==> src/mrfp_pkg.sv <==
// Shared types and constants for the MSP response frame parser.
// Used by every module under src; depends on nothing.
package mrfp_pkg;

  localparam int MAX_PAYLOAD_DEF = 32;

  localparam logic [7:0] CH_DOLLAR = 8'h24;  // '$'
  localparam logic [7:0] CH_M      = 8'h4d;  // 'M'
  localparam logic [7:0] CH_ARROW  = 8'h3e;  // '>'

  localparam int CFG_IDX_W = 2;
  localparam logic [CFG_IDX_W-1:0] CFG_IDENT    = 2'd0;
  localparam logic [CFG_IDX_W-1:0] CFG_GPS      = 2'd1;
  localparam logic [CFG_IDX_W-1:0] CFG_ATTITUDE = 2'd2;
  localparam logic [CFG_IDX_W-1:0] CFG_ALTITUDE = 2'd3;

  typedef enum logic [2:0] {
    PH_SEARCH  = 3'd0,
    PH_M       = 3'd1,
    PH_ARROW   = 3'd2,
    PH_SIZE    = 3'd3,
    PH_CMD     = 3'd4,
    PH_PAYLOAD = 3'd5,
    PH_CHECK   = 3'd6
  } phase_t;

  // Summary of a completed frame, handed from the parser to the latch stage
  typedef struct packed {
    logic [7:0] command;
    logic [7:0] size;
    logic       ok;
    logic       oversize;
  } frame_t;

  typedef struct packed {
    logic [7:0] ident;
    logic [7:0] gps;
    logic [7:0] attitude;
    logic [7:0] altitude;
  } codes_t;

endpackage

==> src/mrfp_parse.sv <==
// Byte-level frame parser: header match, size, command, payload count, XOR.
// Depends on mrfp_pkg.
module mrfp_parse import mrfp_pkg::*; #(
  parameter int MAX_PAYLOAD = MAX_PAYLOAD_DEF
) (
  input  logic       clk,
  input  logic       rst_n,
  input  logic       acc,
  input  logic [7:0] rx_byte,
  output logic       wr_en,
  output logic [7:0] wr_idx,
  output logic       done,
  output frame_t     frame
);

  phase_t     phase_r, phase_nxt;
  logic [7:0] len_r, len_nxt;
  logic [7:0] cmd_r, cmd_nxt;
  logic [7:0] cnt_r, cnt_nxt;
  logic [7:0] xor_r, xor_nxt;

  always_ff @(posedge clk) begin
    if (!rst_n) begin
      phase_r <= PH_SEARCH;
      len_r   <= '0;
      cmd_r   <= '0;
      cnt_r   <= '0;
      xor_r   <= '0;
    end else if (acc) begin
      phase_r <= phase_nxt;
      len_r   <= len_nxt;
      cmd_r   <= cmd_nxt;
      cnt_r   <= cnt_nxt;
      xor_r   <= xor_nxt;
    end
  end

  always_comb begin
    phase_nxt = phase_r;
    len_nxt   = len_r;
    cmd_nxt   = cmd_r;
    cnt_nxt   = cnt_r;
    xor_nxt   = xor_r;
    wr_en     = 1'b0;
    done      = 1'b0;
    case (phase_r)
      PH_M: begin
        phase_nxt = (rx_byte == CH_M) ? PH_ARROW :
                    (rx_byte == CH_DOLLAR) ? PH_M : PH_SEARCH;
      end
      PH_ARROW: begin
        phase_nxt = (rx_byte == CH_ARROW) ? PH_SIZE :
                    (rx_byte == CH_DOLLAR) ? PH_M : PH_SEARCH;
      end
      PH_SIZE: begin
        len_nxt   = rx_byte;
        xor_nxt   = rx_byte;
        phase_nxt = PH_CMD;
      end
      PH_CMD: begin
        cmd_nxt   = rx_byte;
        xor_nxt   = xor_r ^ rx_byte;
        cnt_nxt   = '0;
        phase_nxt = (len_r == 8'd0) ? PH_CHECK : PH_PAYLOAD;
      end
      PH_PAYLOAD: begin
        // bytes past MAX_PAYLOAD are not written but still go into the checksum
        wr_en     = acc && (cnt_r < 8'(MAX_PAYLOAD));
        xor_nxt   = xor_r ^ rx_byte;
        cnt_nxt   = cnt_r + 8'd1;
        if (cnt_nxt >= len_r) begin
          phase_nxt = PH_CHECK;
        end
      end
      PH_CHECK: begin
        done      = acc;
        phase_nxt = PH_SEARCH;
      end
      default: begin
        phase_nxt = (rx_byte == CH_DOLLAR) ? PH_M : PH_SEARCH;
      end
    endcase
  end

  assign wr_idx         = cnt_r;
  assign frame.command  = cmd_r;
  assign frame.size     = len_r;
  assign frame.ok       = (xor_r == rx_byte);
  assign frame.oversize = (len_r > 8'(MAX_PAYLOAD));

endmodule

==> src/mrfp_store.sv <==
// Payload memory: four byte lanes per row, one byte written per cycle,
// row 0 read into a register on rd_en. Depends on mrfp_pkg.
module mrfp_store import mrfp_pkg::*; #(
  parameter int MAX_PAYLOAD = MAX_PAYLOAD_DEF
) (
  input  logic             clk,
  input  logic             wr_en,
  input  logic [7:0]       wr_idx,
  input  logic [7:0]       wr_data,
  input  logic             rd_en,
  output logic [3:0][7:0]  rd_data
);

  localparam int ROWS  = (MAX_PAYLOAD + 3) / 4;
  localparam int ROW_W = (ROWS > 1) ? $clog2(ROWS) : 1;

  logic [3:0][7:0] mem [ROWS];
  logic [3:0][7:0] rd_data_r;
  logic [5:0]      row_full;
  logic [ROW_W-1:0] wr_row;

  assign row_full = wr_idx[7:2];
  assign wr_row   = row_full[ROW_W-1:0];

  always_ff @(posedge clk) begin
    if (wr_en) begin
      mem[wr_row][wr_idx[1:0]] <= wr_data;
    end
  end

  // Only the first four payload bytes carry telemetry fields
  always_ff @(posedge clk) begin
    if (rd_en) begin
      rd_data_r <= mem[0];
    end
  end

  assign rd_data = rd_data_r;

endmodule

==> src/mrfp_latch.sv <==
// Frame completion stage: telemetry decode from payload row 0, latched
// telemetry registers and the output register. Depends on mrfp_pkg.
module mrfp_latch import mrfp_pkg::*; (
  input  logic                clk,
  input  logic                rst_n,
  input  logic                done,
  input  frame_t              frame,
  input  codes_t              codes,
  input  logic [3:0][7:0]     rd_data,
  output logic                in_stall,
  output logic                out_valid,
  input  logic                out_stall,
  output frame_t              out_frame,
  output logic [7:0]          version,
  output logic signed [15:0]  home_distance,
  output logic signed [15:0]  home_direction,
  output logic signed [15:0]  pitch,
  output logic signed [15:0]  roll,
  output logic signed [31:0]  altitude
);

  logic   p_valid_r, p_valid_nxt;
  frame_t p_frame_r;
  logic   o_valid_r, o_valid_nxt;
  frame_t o_frame_r;
  logic   p_adv;

  logic [7:0]  ver_r;
  logic [15:0] dist_r, dir_r, pitch_r, roll_r;
  logic [31:0] alt_r;

  logic hit_ident, hit_gps, hit_att, hit_alt;
  logic [15:0] lo16, hi16;

  assign p_adv    = p_valid_r && (!o_valid_r || !out_stall);
  // Hold the input while a finished frame cannot move on
  assign in_stall = p_valid_r && !p_adv;

  assign p_valid_nxt = done || (p_valid_r && !p_adv);
  assign o_valid_nxt = p_adv || (o_valid_r && out_stall);

  always_ff @(posedge clk) begin
    if (!rst_n) begin
      p_valid_r <= 1'b0;
      o_valid_r <= 1'b0;
    end else begin
      p_valid_r <= p_valid_nxt;
      o_valid_r <= o_valid_nxt;
    end
  end

  always_ff @(posedge clk) begin
    if (done) begin
      p_frame_r <= frame;
    end
    if (p_adv) begin
      o_frame_r <= p_frame_r;
    end
  end

  // First matching code wins: ident, gps, attitude, altitude
  assign hit_ident = p_frame_r.ok && (p_frame_r.command == codes.ident);
  assign hit_gps   = p_frame_r.ok && !hit_ident && (p_frame_r.command == codes.gps);
  assign hit_att   = p_frame_r.ok && !hit_ident && !hit_gps &&
                     (p_frame_r.command == codes.attitude);
  assign hit_alt   = p_frame_r.ok && !hit_ident && !hit_gps && !hit_att &&
                     (p_frame_r.command == codes.altitude);
  assign lo16      = {rd_data[1], rd_data[0]};
  assign hi16      = {rd_data[3], rd_data[2]};

  // Telemetry changes only as a frame moves into the output register
  always_ff @(posedge clk) begin
    if (!rst_n) begin
      ver_r   <= '0;
      dist_r  <= '0;
      dir_r   <= '0;
      pitch_r <= '0;
      roll_r  <= '0;
      alt_r   <= '0;
    end else if (p_adv) begin
      if (hit_ident && p_frame_r.size >= 8'd1) begin
        ver_r <= rd_data[0];
      end
      if (hit_gps && p_frame_r.size >= 8'd2) begin
        dist_r <= lo16;
      end
      if (hit_gps && p_frame_r.size >= 8'd4) begin
        dir_r <= hi16;
      end
      if (hit_att && p_frame_r.size >= 8'd2) begin
        roll_r <= lo16;
      end
      if (hit_att && p_frame_r.size >= 8'd4) begin
        pitch_r <= hi16;
      end
      if (hit_alt && p_frame_r.size >= 8'd4) begin
        alt_r <= {hi16, lo16};
      end
    end
  end

  assign out_valid      = o_valid_r;
  assign out_frame      = o_frame_r;
  assign version        = ver_r;
  assign home_distance  = dist_r;
  assign home_direction = dir_r;
  assign pitch          = pitch_r;
  assign roll           = roll_r;
  assign altitude       = alt_r;

  a_stall_cause: assert property (@(posedge clk) disable iff (!rst_n)
    in_stall |-> (o_valid_r && out_stall))
    else $error("input held without output back-pressure");

  a_pend_hold: assert property (@(posedge clk) disable iff (!rst_n)
    (p_valid_r && !p_adv) |=> (p_valid_r && $stable(p_frame_r)))
    else $error("pending frame lost while blocked");

  a_no_done_blocked: assert property (@(posedge clk) disable iff (!rst_n)
    in_stall |-> !done)
    else $error("frame completed while latch stage blocked");

  a_telem_stable: assert property (@(posedge clk) disable iff (!rst_n)
    !p_adv |=> ($stable(alt_r) && $stable(ver_r) && $stable(roll_r)))
    else $error("telemetry changed without a frame transfer");

endmodule

==> src/msp_response_frame_parser_unit.sv <==
// Top level of the MSP response frame parser: configuration registers and
// the parse / payload memory / latch pipeline. Depends on mrfp_pkg.
//
//  channel | ports                                   | handshake
//  --------+-----------------------------------------+-------------------------
//  in      | in_rx_byte                              | in_valid / in_stall
//  out     | out_frame_command .. out_altitude       | out_valid / out_stall
//  cfg     | cfg_index, cfg_wdata                    | cfg_we, no wait
//
//  One byte is accepted per cycle unless in_stall is high; the parser state
//  steps once per byte taken. The checksum byte loads the pending frame and the
//  row 0 memory read; the telemetry decode then loads the output register.
//  in_stall rises only while a completed frame waits behind a stalled output.
//  Reset is synchronous; the payload memory needs no clearing pass.
module msp_response_frame_parser_unit import mrfp_pkg::*; #(
  parameter int MAX_PAYLOAD = MAX_PAYLOAD_DEF
) (
  input  logic                 clk,
  input  logic                 rst_n,
  input  logic                 in_valid,
  output logic                 in_stall,
  input  logic [7:0]           in_rx_byte,
  output logic                 out_valid,
  input  logic                 out_stall,
  output logic [7:0]           out_frame_command,
  output logic [7:0]           out_frame_size,
  output logic                 out_checksum_ok,
  output logic                 out_oversize,
  output logic [7:0]           out_version,
  output logic signed [15:0]   out_home_distance,
  output logic signed [15:0]   out_home_direction,
  output logic signed [15:0]   out_pitch,
  output logic signed [15:0]   out_roll,
  output logic signed [31:0]   out_altitude,
  input  logic                 cfg_we,
  input  logic [CFG_IDX_W-1:0] cfg_index,
  input  logic [7:0]           cfg_wdata
);

  codes_t          codes_r;
  logic            acc;
  logic            wr_en;
  logic [7:0]      wr_idx;
  logic            done;
  frame_t          frame;
  frame_t          out_frame;
  logic [3:0][7:0] rd_data;

  always_ff @(posedge clk) begin
    if (!rst_n) begin
      codes_r.ident    <= 8'd100;
      codes_r.gps      <= 8'd107;
      codes_r.attitude <= 8'd108;
      codes_r.altitude <= 8'd109;
    end else if (cfg_we) begin
      case (cfg_index)
        CFG_IDENT:    codes_r.ident    <= cfg_wdata;
        CFG_GPS:      codes_r.gps      <= cfg_wdata;
        CFG_ATTITUDE: codes_r.attitude <= cfg_wdata;
        CFG_ALTITUDE: codes_r.altitude <= cfg_wdata;
        default: ;
      endcase
    end
  end

  assign acc = in_valid && !in_stall;

  mrfp_parse #(.MAX_PAYLOAD(MAX_PAYLOAD)) u_parse (
    .clk     (clk),
    .rst_n   (rst_n),
    .acc     (acc),
    .rx_byte (in_rx_byte),
    .wr_en   (wr_en),
    .wr_idx  (wr_idx),
    .done    (done),
    .frame   (frame)
  );

  mrfp_store #(.MAX_PAYLOAD(MAX_PAYLOAD)) u_store (
    .clk     (clk),
    .wr_en   (wr_en),
    .wr_idx  (wr_idx),
    .wr_data (in_rx_byte),
    .rd_en   (done),
    .rd_data (rd_data)
  );

  mrfp_latch u_latch (
    .clk            (clk),
    .rst_n          (rst_n),
    .done           (done),
    .frame          (frame),
    .codes          (codes_r),
    .rd_data        (rd_data),
    .in_stall       (in_stall),
    .out_valid      (out_valid),
    .out_stall      (out_stall),
    .out_frame      (out_frame),
    .version        (out_version),
    .home_distance  (out_home_distance),
    .home_direction (out_home_direction),
    .pitch          (out_pitch),
    .roll           (out_roll),
    .altitude       (out_altitude)
  );

  assign out_frame_command = out_frame.command;
  assign out_frame_size    = out_frame.size;
  assign out_checksum_ok   = out_frame.ok;
  assign out_oversize      = out_frame.oversize;

endmodule
==> config.mk <==
export PLATFORM = sky130hd
export DESIGN_NAME = msp_response_frame_parser_unit
export DESIGN_NICKNAME = d
export VERILOG_FILES = /design/src/mrfp_pkg.sv /design/src/mrfp_parse.sv /design/src/mrfp_store.sv /design/src/mrfp_latch.sv /design/src/msp_response_frame_parser_unit.sv
export SDC_FILE = /design/constraint.sdc
export NUM_CORES = 1
export LEC_CHECK = 0
export ABC_AREA = 1
export BUFFER_PORTS_ARGS = -buffer_cell sky130_fd_sc_hd__buf_2
export CORE_UTILIZATION = 55
export DETAILED_ROUTE_END_ITERATION = 8
export PLACE_DENSITY_LB_ADDON = 0.25
export SYNTH_ARGS = -nofsm -noshare
export SYNTH_HDL_FRONTEND = slang
export SYNTH_SLANG_ARGS = --single-unit
==> constraint.sdc <==
create_clock -name clk -period 7.5 [get_ports clk]
set_clock_uncertainty 0.2 [all_clocks]
set_input_delay 0 -clock clk [delete_from_list [all_inputs] [get_ports clk]]
set_output_delay 0 -clock clk [all_outputs]
set_load 0.005 [all_outputs]
Word level (Yosys, flattened, before mapping). Memories as Yosys holds them, arrays and structs flattened. A register that Yosys moved wholly into a read port is not among the register bits. Cells that the tools add are included.

Flip-flop bits (word level): 209. Latch bits: 0. Memory bits (writable): 256. Memory bits (read-only): 0. Bits of input ports: 23. Output and inout port bits: 124. Memories: 1.

Memories: u_store.mem (words 8, width 32, rd ports 1, clocked after Yosys merged registers in 1, wr ports 1, line mrfp_store.sv:17) `logic [3:0][7:0] mem [ROWS];`.

Add/sub/neg operators: 1. Multiply operators: 0. Div/mod/pow operators: 0. $lt $le $gt $ge: 8. Equal/unequal tests: 18. Shift-type cells: 0. Multiplexer cells: 14. Bitwise logic cells: 1. Reductions and logical operators: 49.

Operators with widths (count): equality test 8 bit (5); two-way mux 32 bit (1); one-hot mux 8 bit (2 select lines) (2); AND reduction 2 bit (15); logical AND 1 bit (19); one-hot mux 3 bit (6 select lines) (1); demux 8 bit (select 2 bit) (1); equality test 8 x 6 -> 1 bit (second input constant) (2); equality test 3 bit (second input constant) (3); two-way mux 3 bit (3); adder 8 x 1 -> 8 bit (second input constant) (1); equality test 8 x 7 -> 1 bit (second input constant) (1); >= comparator 8 x 1 -> 1 bit (second input constant) (1); >= comparator 8 x 2 -> 1 bit (second input constant) (1); >= comparator 8 x 3 -> 1 bit (second input constant) (1); >= comparator 8 bit (1); greater-than comparator 8 x 6 -> 1 bit (second input constant) (1); logical NOT 8 bit (1); less-than comparator 8 x 6 -> 1 bit (second input constant) (1); two-way mux 8 bit (1); XOR 8 bit (1); logical NOT 1 bit (7); equality test 3 x 2 -> 1 bit (second input constant) (2); equality test 2 bit (second input constant) (2); other kinds (11) (17).

Logic depth before layout (Yosys ltp).
Depth in word-level cells: 13. Gate-level depth with buffers: 15.

Hierarchy. A second synthesis with hierarchy kept.

Cells, all modules: 1443. Area, all modules: 11747.5 um^2.

By module, submodules not included: mrfp_latch (times used 1, cells each 886, area an instance 6441.2 um^2); mrfp_parse (times used 1, cells each 301, area an instance 2048.2 um^2); mrfp_store (times used 1, cells each 77, area an instance 1975.6 um^2); msp_response_frame_parser_unit (times used 1, cells each 179, area an instance 1282.5 um^2).

Worst setup path after synthesis. No wires, ideal clock.

Path type: register to register. Start point: register u_parse.phase_r[2]. End point: register u_latch.p_frame_r[0] in the netlist's numbering, enable pin. Library setup time: 0.584 ns. Arrival: 5.458 ns. Setup slack: 1.257 ns. Stages on the path, launching flop included: 4. Cells stage by stage: dfxtp_1 > inv_2 > clkbuf_1 > nor4_1.

Word-level cells in the longest chain between the ends: 2.

Ends and longest elaborated chain: from (decl) (line mrfp_parse.sv:16) `phase_t phase_r, phase_nxt;`; from (signal assigned) (line mrfp_parse.sv:30) `phase_r <= phase_nxt;`; equality test 3 bit (line mrfp_parse.sv:46) `case (phase_r)`; two-way mux 1 bit (line mrfp_parse.sv:46); net done (line msp_response_frame_parser_unit.sv:44) `logic done;`; to (signal assigned) (line mrfp_latch.sv:54) `p_frame_r <= frame;`; to (decl) (line mrfp_latch.sv:23) `frame_t p_frame_r;`.

The timed path passes the listed nets, and every way through them passes these cells. A chain may end at the register's enable or synchronous reset.

Final worst setup path.
Start point: register u_latch.o_valid_r (netlist: u_latch.out_valid). End point: register u_latch.alt_r[0] (netlist: u_latch.altitude[0]).

Word-level cells in the longest chain between the ends: 4.

Ends and longest elaborated chain: from (decl) (line mrfp_latch.sv:24) `logic o_valid_r, o_valid_nxt;`; from (signal assigned) (line mrfp_latch.sv:48) `o_valid_r <= o_valid_nxt;`; logical NOT 1 bit (line mrfp_latch.sv:35) `assign p_adv = p_valid_r && (!o_valid_r || !out_stall);`; logical OR 1 bit (line mrfp_latch.sv:35); logical AND 1 bit (line mrfp_latch.sv:35); net u_latch.p_adv (line mrfp_latch.sv:26) `logic p_adv;`; AND reduction 2 bit (no source line); to (signal assigned) (line mrfp_latch.sv:97) `alt_r <= {hi16, lo16};`; to (decl) (line mrfp_latch.sv:30) `logic [31:0] alt_r;`.

The timed path passes the listed nets, and every way through them passes these cells.

==> implementation parameters <==
Parameter                              Value

Synthesis
  Flip-flop and latch count after synthesis    273
  Top cells by instance count after synthesis    sky130_fd_sc_hd__nand2_1 (289), sky130_fd_sc_hd__nor2_1 (195), sky130_fd_sc_hd__dfxtp_1 (173)
  Syn Nets    1361
  Number of enable-type register cells in the synthesized netlist    100
  Netlist area before placement    0.0114 mm^2
  Post-synth top area share    30.4%
  Syn Inst Count    1326
  Largest area contributor in the synthesized netlist    sky130_fd_sc_hd__dfxtp_1
  Proportion of synthesized flip-flops having asynchronous set or reset    0%
  Synth warn    0
  Synth top area cells    sky130_fd_sc_hd__dfxtp_1 (30%), sky130_fd_sc_hd__edfxtp_1 (26%), sky130_fd_sc_hd__nand2_1 (9.5%), sky130_fd_sc_hd__nor2_1 (6.4%), sky130_fd_sc_hd__inv_1 (4.9%)
  Mean Syn Cell Area    8.59 um^2
  Library cell with the highest instance count after synthesis    sky130_fd_sc_hd__nand2_1
  Flip-flop cell with the highest count after synthesis    sky130_fd_sc_hd__dfxtp_1
  Library cells used by synthesis    38
  Sequential-to-total area share from yosys stat    56.8%

Die
  Die footprint    0.0213 mm^2
  Ports placed on the boundary    147
  DIE HEIGHT    146 um
  DIE WIDTH    146 um
  Effective utilization at floorplan    56.1%
  Core Box Area    0.0203 mm^2
  Core Rows    52

Global route
  Tot GR Track Use    25.3%
  Pin count of the biggest net entering global routing    124
  Overall overflow remaining after global route    0
  Via count of the first global-routing pass    8349
  Wire length of the first global-routing pass    43.1 mm
  Initial antenna violation count    0

STA
  Post-layout minimum cycle time    3.51 ns
  RSZ-0062 raised after global routing    false
  Number of setup violations in the final report    0
  Worst slew margin relative to its limit    17.8%
  Transition time at the pin with the least slew margin    1.23 ns
  Final Slew Violations    0
  Max frequency    285 MHz
  Final WS setup    3.99 ns
  Tcrit/Tclk final    46.8%
  Hold Fails Final Rpt    0
  Setup TNS    0 ns

Detailed routing
  Routed vias/inst    5.12
  Vias    9092
  Violation count after the first detailed-routing iteration    655
  Total Wirelength    26.9 mm
  Antenna-violating nets left    0
  TritonRoute pass-1 iters    6
  Number of remaining DRC errors    0
  Average wire per cell in the routed design    15.1 um

Setup path
  Top delay family on crit path    simple AND/OR/NAND/NOR gates
  Number of cells on the worst reg-to-reg path    10
  Type of element capturing the critical path    register
  Startpoint of the most critical setup path    u_latch.out_valid$_SDFF_PN0_
  Sum of buffers and inverters on the critical path    2
  Startpoint type of the worst setup path    register
  Delay of the slowest cell on the worst path    0.96 ns
  List of cells traversed by the critical path    nand2_2 -> nand2_2 -> inv_2 -> nand2_2 -> inv_2 -> nand3_1 -> nor2_4 -> and2_2 -> nor2_1 -> nor2_1
  Highest net fanout along the worst path    33
  Crit-path slowest cell    sky130_fd_sc_hd__and2_2
  Required time worst endpoint    7.76 ns
  Capture instance of the worst register-to-register path    u_latch.altitude[0]$_SDFFE_PN0P_
  Data arrival time of the worst path    3.77 ns
  Register-to-register path setup slack    3.99 ns
  Worst Path Class, Setup    reg -> reg
  Startpoint of the worst-slack reg-to-reg timing path    u_latch.out_valid$_SDFF_PN0_
  Most prevalent standard cell on the critical path    sky130_fd_sc_hd__nand2_2

Clock network
  Clock Tree Buf Depth    3
  Root cell of the clock tree    sky130_fd_sc_hd__clkbuf_16
  H-tree lvl count    1
  Setup fix buffers added after clock tree synthesis    0
  TritonCTS clock tree    done
  TritonCTS sink count    273
  Clock buffer count from CTS    28
  Clock transition at the register clock pins on the worst setup and hold paths after CTS    0.06 ns
  Source-to-sink clock delay at the later pin of the worst-skew pair    0.53 ns

Power
  Cell Pwr Density    229 mW/mm^2
  Internal power    2.46 mW
  Leakage power of the design    5.97 nW
  Power share of the sequential group    50.0%
  Sw Pwr    637 uW
  Combinational share of power    3.6%
  Proportion of power drawn by the clock network    46.4%
  Largest vdd supply drop    0.183 mV
  Switching part of the total power    20.6%

Cells and area
  Proportion of layout cells with a drive suffix above 1    17.5%
  Area Overhead vs Synth    18.6%
  Antenna diodes    0
  Number of nets in the layout    1518
  Finished Layout Cells    1775

Job
  Max-capacitance violation count    0

Hold path
  Startpoint of the tightest hold check path    cfg_wdata[3]
  Worst min path class    in -> reg
  Worst hold path depth    4
  Hold Path End    codes_r[19]$_SDFFE_PN1P_

Placement
  Last weighted congestion value of the routability-driven placer    0.871
  Setup Slack @ Placement    4.01 ns
  Number of port buffers    146
  Placed cells    1689
  DPL Wire Length    17.7 mm

Run status
  Status    finished clean
==> metrics by stage <==
stage / total power [mW] / area (um^2) / utilization, % / hold slack (ns)
after global placement: 1.67 / 12200 / 60.2 / 0.0792
after global routing: 3.19 / 13500 / 66.5 / 0.135
after floorplan: 1.64 / 11400 / - / -0.101
final: 3.10 / 13500 / 66.5 / 0.120
after detailed placement: 1.68 / 12200 / 60.2 / 0.0906
after CTS: 3.11 / 13500 / 66.5 / 0.0900
==> per-layer routing <==
metal / track usage, % / part of all wire (%)
met1: 34.6 / 43
met2: 41.2 / 47
met3: 3.95 / 6.8
met4: 8.42 / 3.2
met5: 0 / 0
==> worst register-to-register path: stages, from the launching register on <==
cell	delay [ns]
sky130_fd_sc_hd__dfxtp_1	0.32
sky130_fd_sc_hd__nand2_2	0.09
sky130_fd_sc_hd__nand2_2	0.07
sky130_fd_sc_hd__inv_2	0.30
sky130_fd_sc_hd__nand2_2	0.16
sky130_fd_sc_hd__inv_2	0.30
sky130_fd_sc_hd__nand3_1	0.19
sky130_fd_sc_hd__nor2_4	0.61
sky130_fd_sc_hd__and2_2	0.98
sky130_fd_sc_hd__nor2_1	0.11
sky130_fd_sc_hd__nor2_1	0.11
==> what timing repair did <==
item                      in CTS  in global routing
hold buffers                  34                  0
hold endpoints to repair     139                  0
resized for setup              0                  0
==> power groups by stage <==
stage / Clock, mW / Combinational, mW / Sequential, mW
final: 1.44 / 0.111 / 1.55
after global routing: 1.52 / 0.123 / 1.55
after CTS: 1.45 / 0.109 / 1.55
after detailed placement: 0 / 0.0958 / 1.58
after global placement: 0 / 0.0943 / 1.58
after floorplan: 0 / 0.0641 / 1.58
==> sequential cells by signal, summed over array words and instances, names as in the netlist, 18 cells and up <==
name,flops
codes_r,32
u_latch.altitude,32
u_latch.out_frame,18
u_latch.p_frame_r,18
u_store.mem,32
u_store.rd_data,32
==> placed cells by master, fill, tap and decap left out, drive strengths merged, types with 4 or more instances in the layout <==
| master | n |
|---|---|
| inv | 171 |
| nor3 | 15 |
| dfxtp | 173 |
| xnor2 | 18 |
| nand4 | 39 |
| o21ai | 62 |
| xor2 | 25 |
| a21oi | 42 |
| buf | 154 |
| dlygate4sd3 | 34 |
| clkinv | 10 |
| edfxtp | 100 |
| nor2 | 231 |
| o211ai | 4 |
| a31oi | 8 |
| nand3 | 58 |
| ha | 12 |
| clkbuf | 38 |
| nand2 | 293 |
| bufinv | 5 |
| nor3b | 4 |
==> layout make-up <==
cell class                 instances  area [um^2]
clock buffer                      38          759
clock inverter                    14          191
fill                            1681         6790
inverter                         173          649
multi-input combinational        819         3970
sequential                       273         6470
tap                              270          338
timing repair buffer             188         1130
==> kinds of logic after synthesis <==
kind of cell	share of synthesized area, %
compound gates	5.44
xor+xnor	3.31
fa+ha+maj	1.32
buf+inv	8.50
flops	56.8
simple gates	24.7
==> worst max path at each step <==
stage	slack [ns]	depth (start not counted)	end
2_1_floorplan	1.26	3	u_latch.p_frame_r[0]$_DFFE_PP_
3_3_place_gp	4.08	10	u_latch.altitude[0]$_SDFFE_PN0P_
3_5_place_dp	4.01	10	u_latch.altitude[0]$_SDFFE_PN0P_
4_1_cts	3.96	10	u_latch.altitude[0]$_SDFFE_PN0P_
5_1_grt	3.68	10	u_latch.altitude[0]$_SDFFE_PN0P_
6_report	3.99	10	u_latch.altitude[0]$_SDFFE_PN0P_
Power figures use the tool's default switching activity.
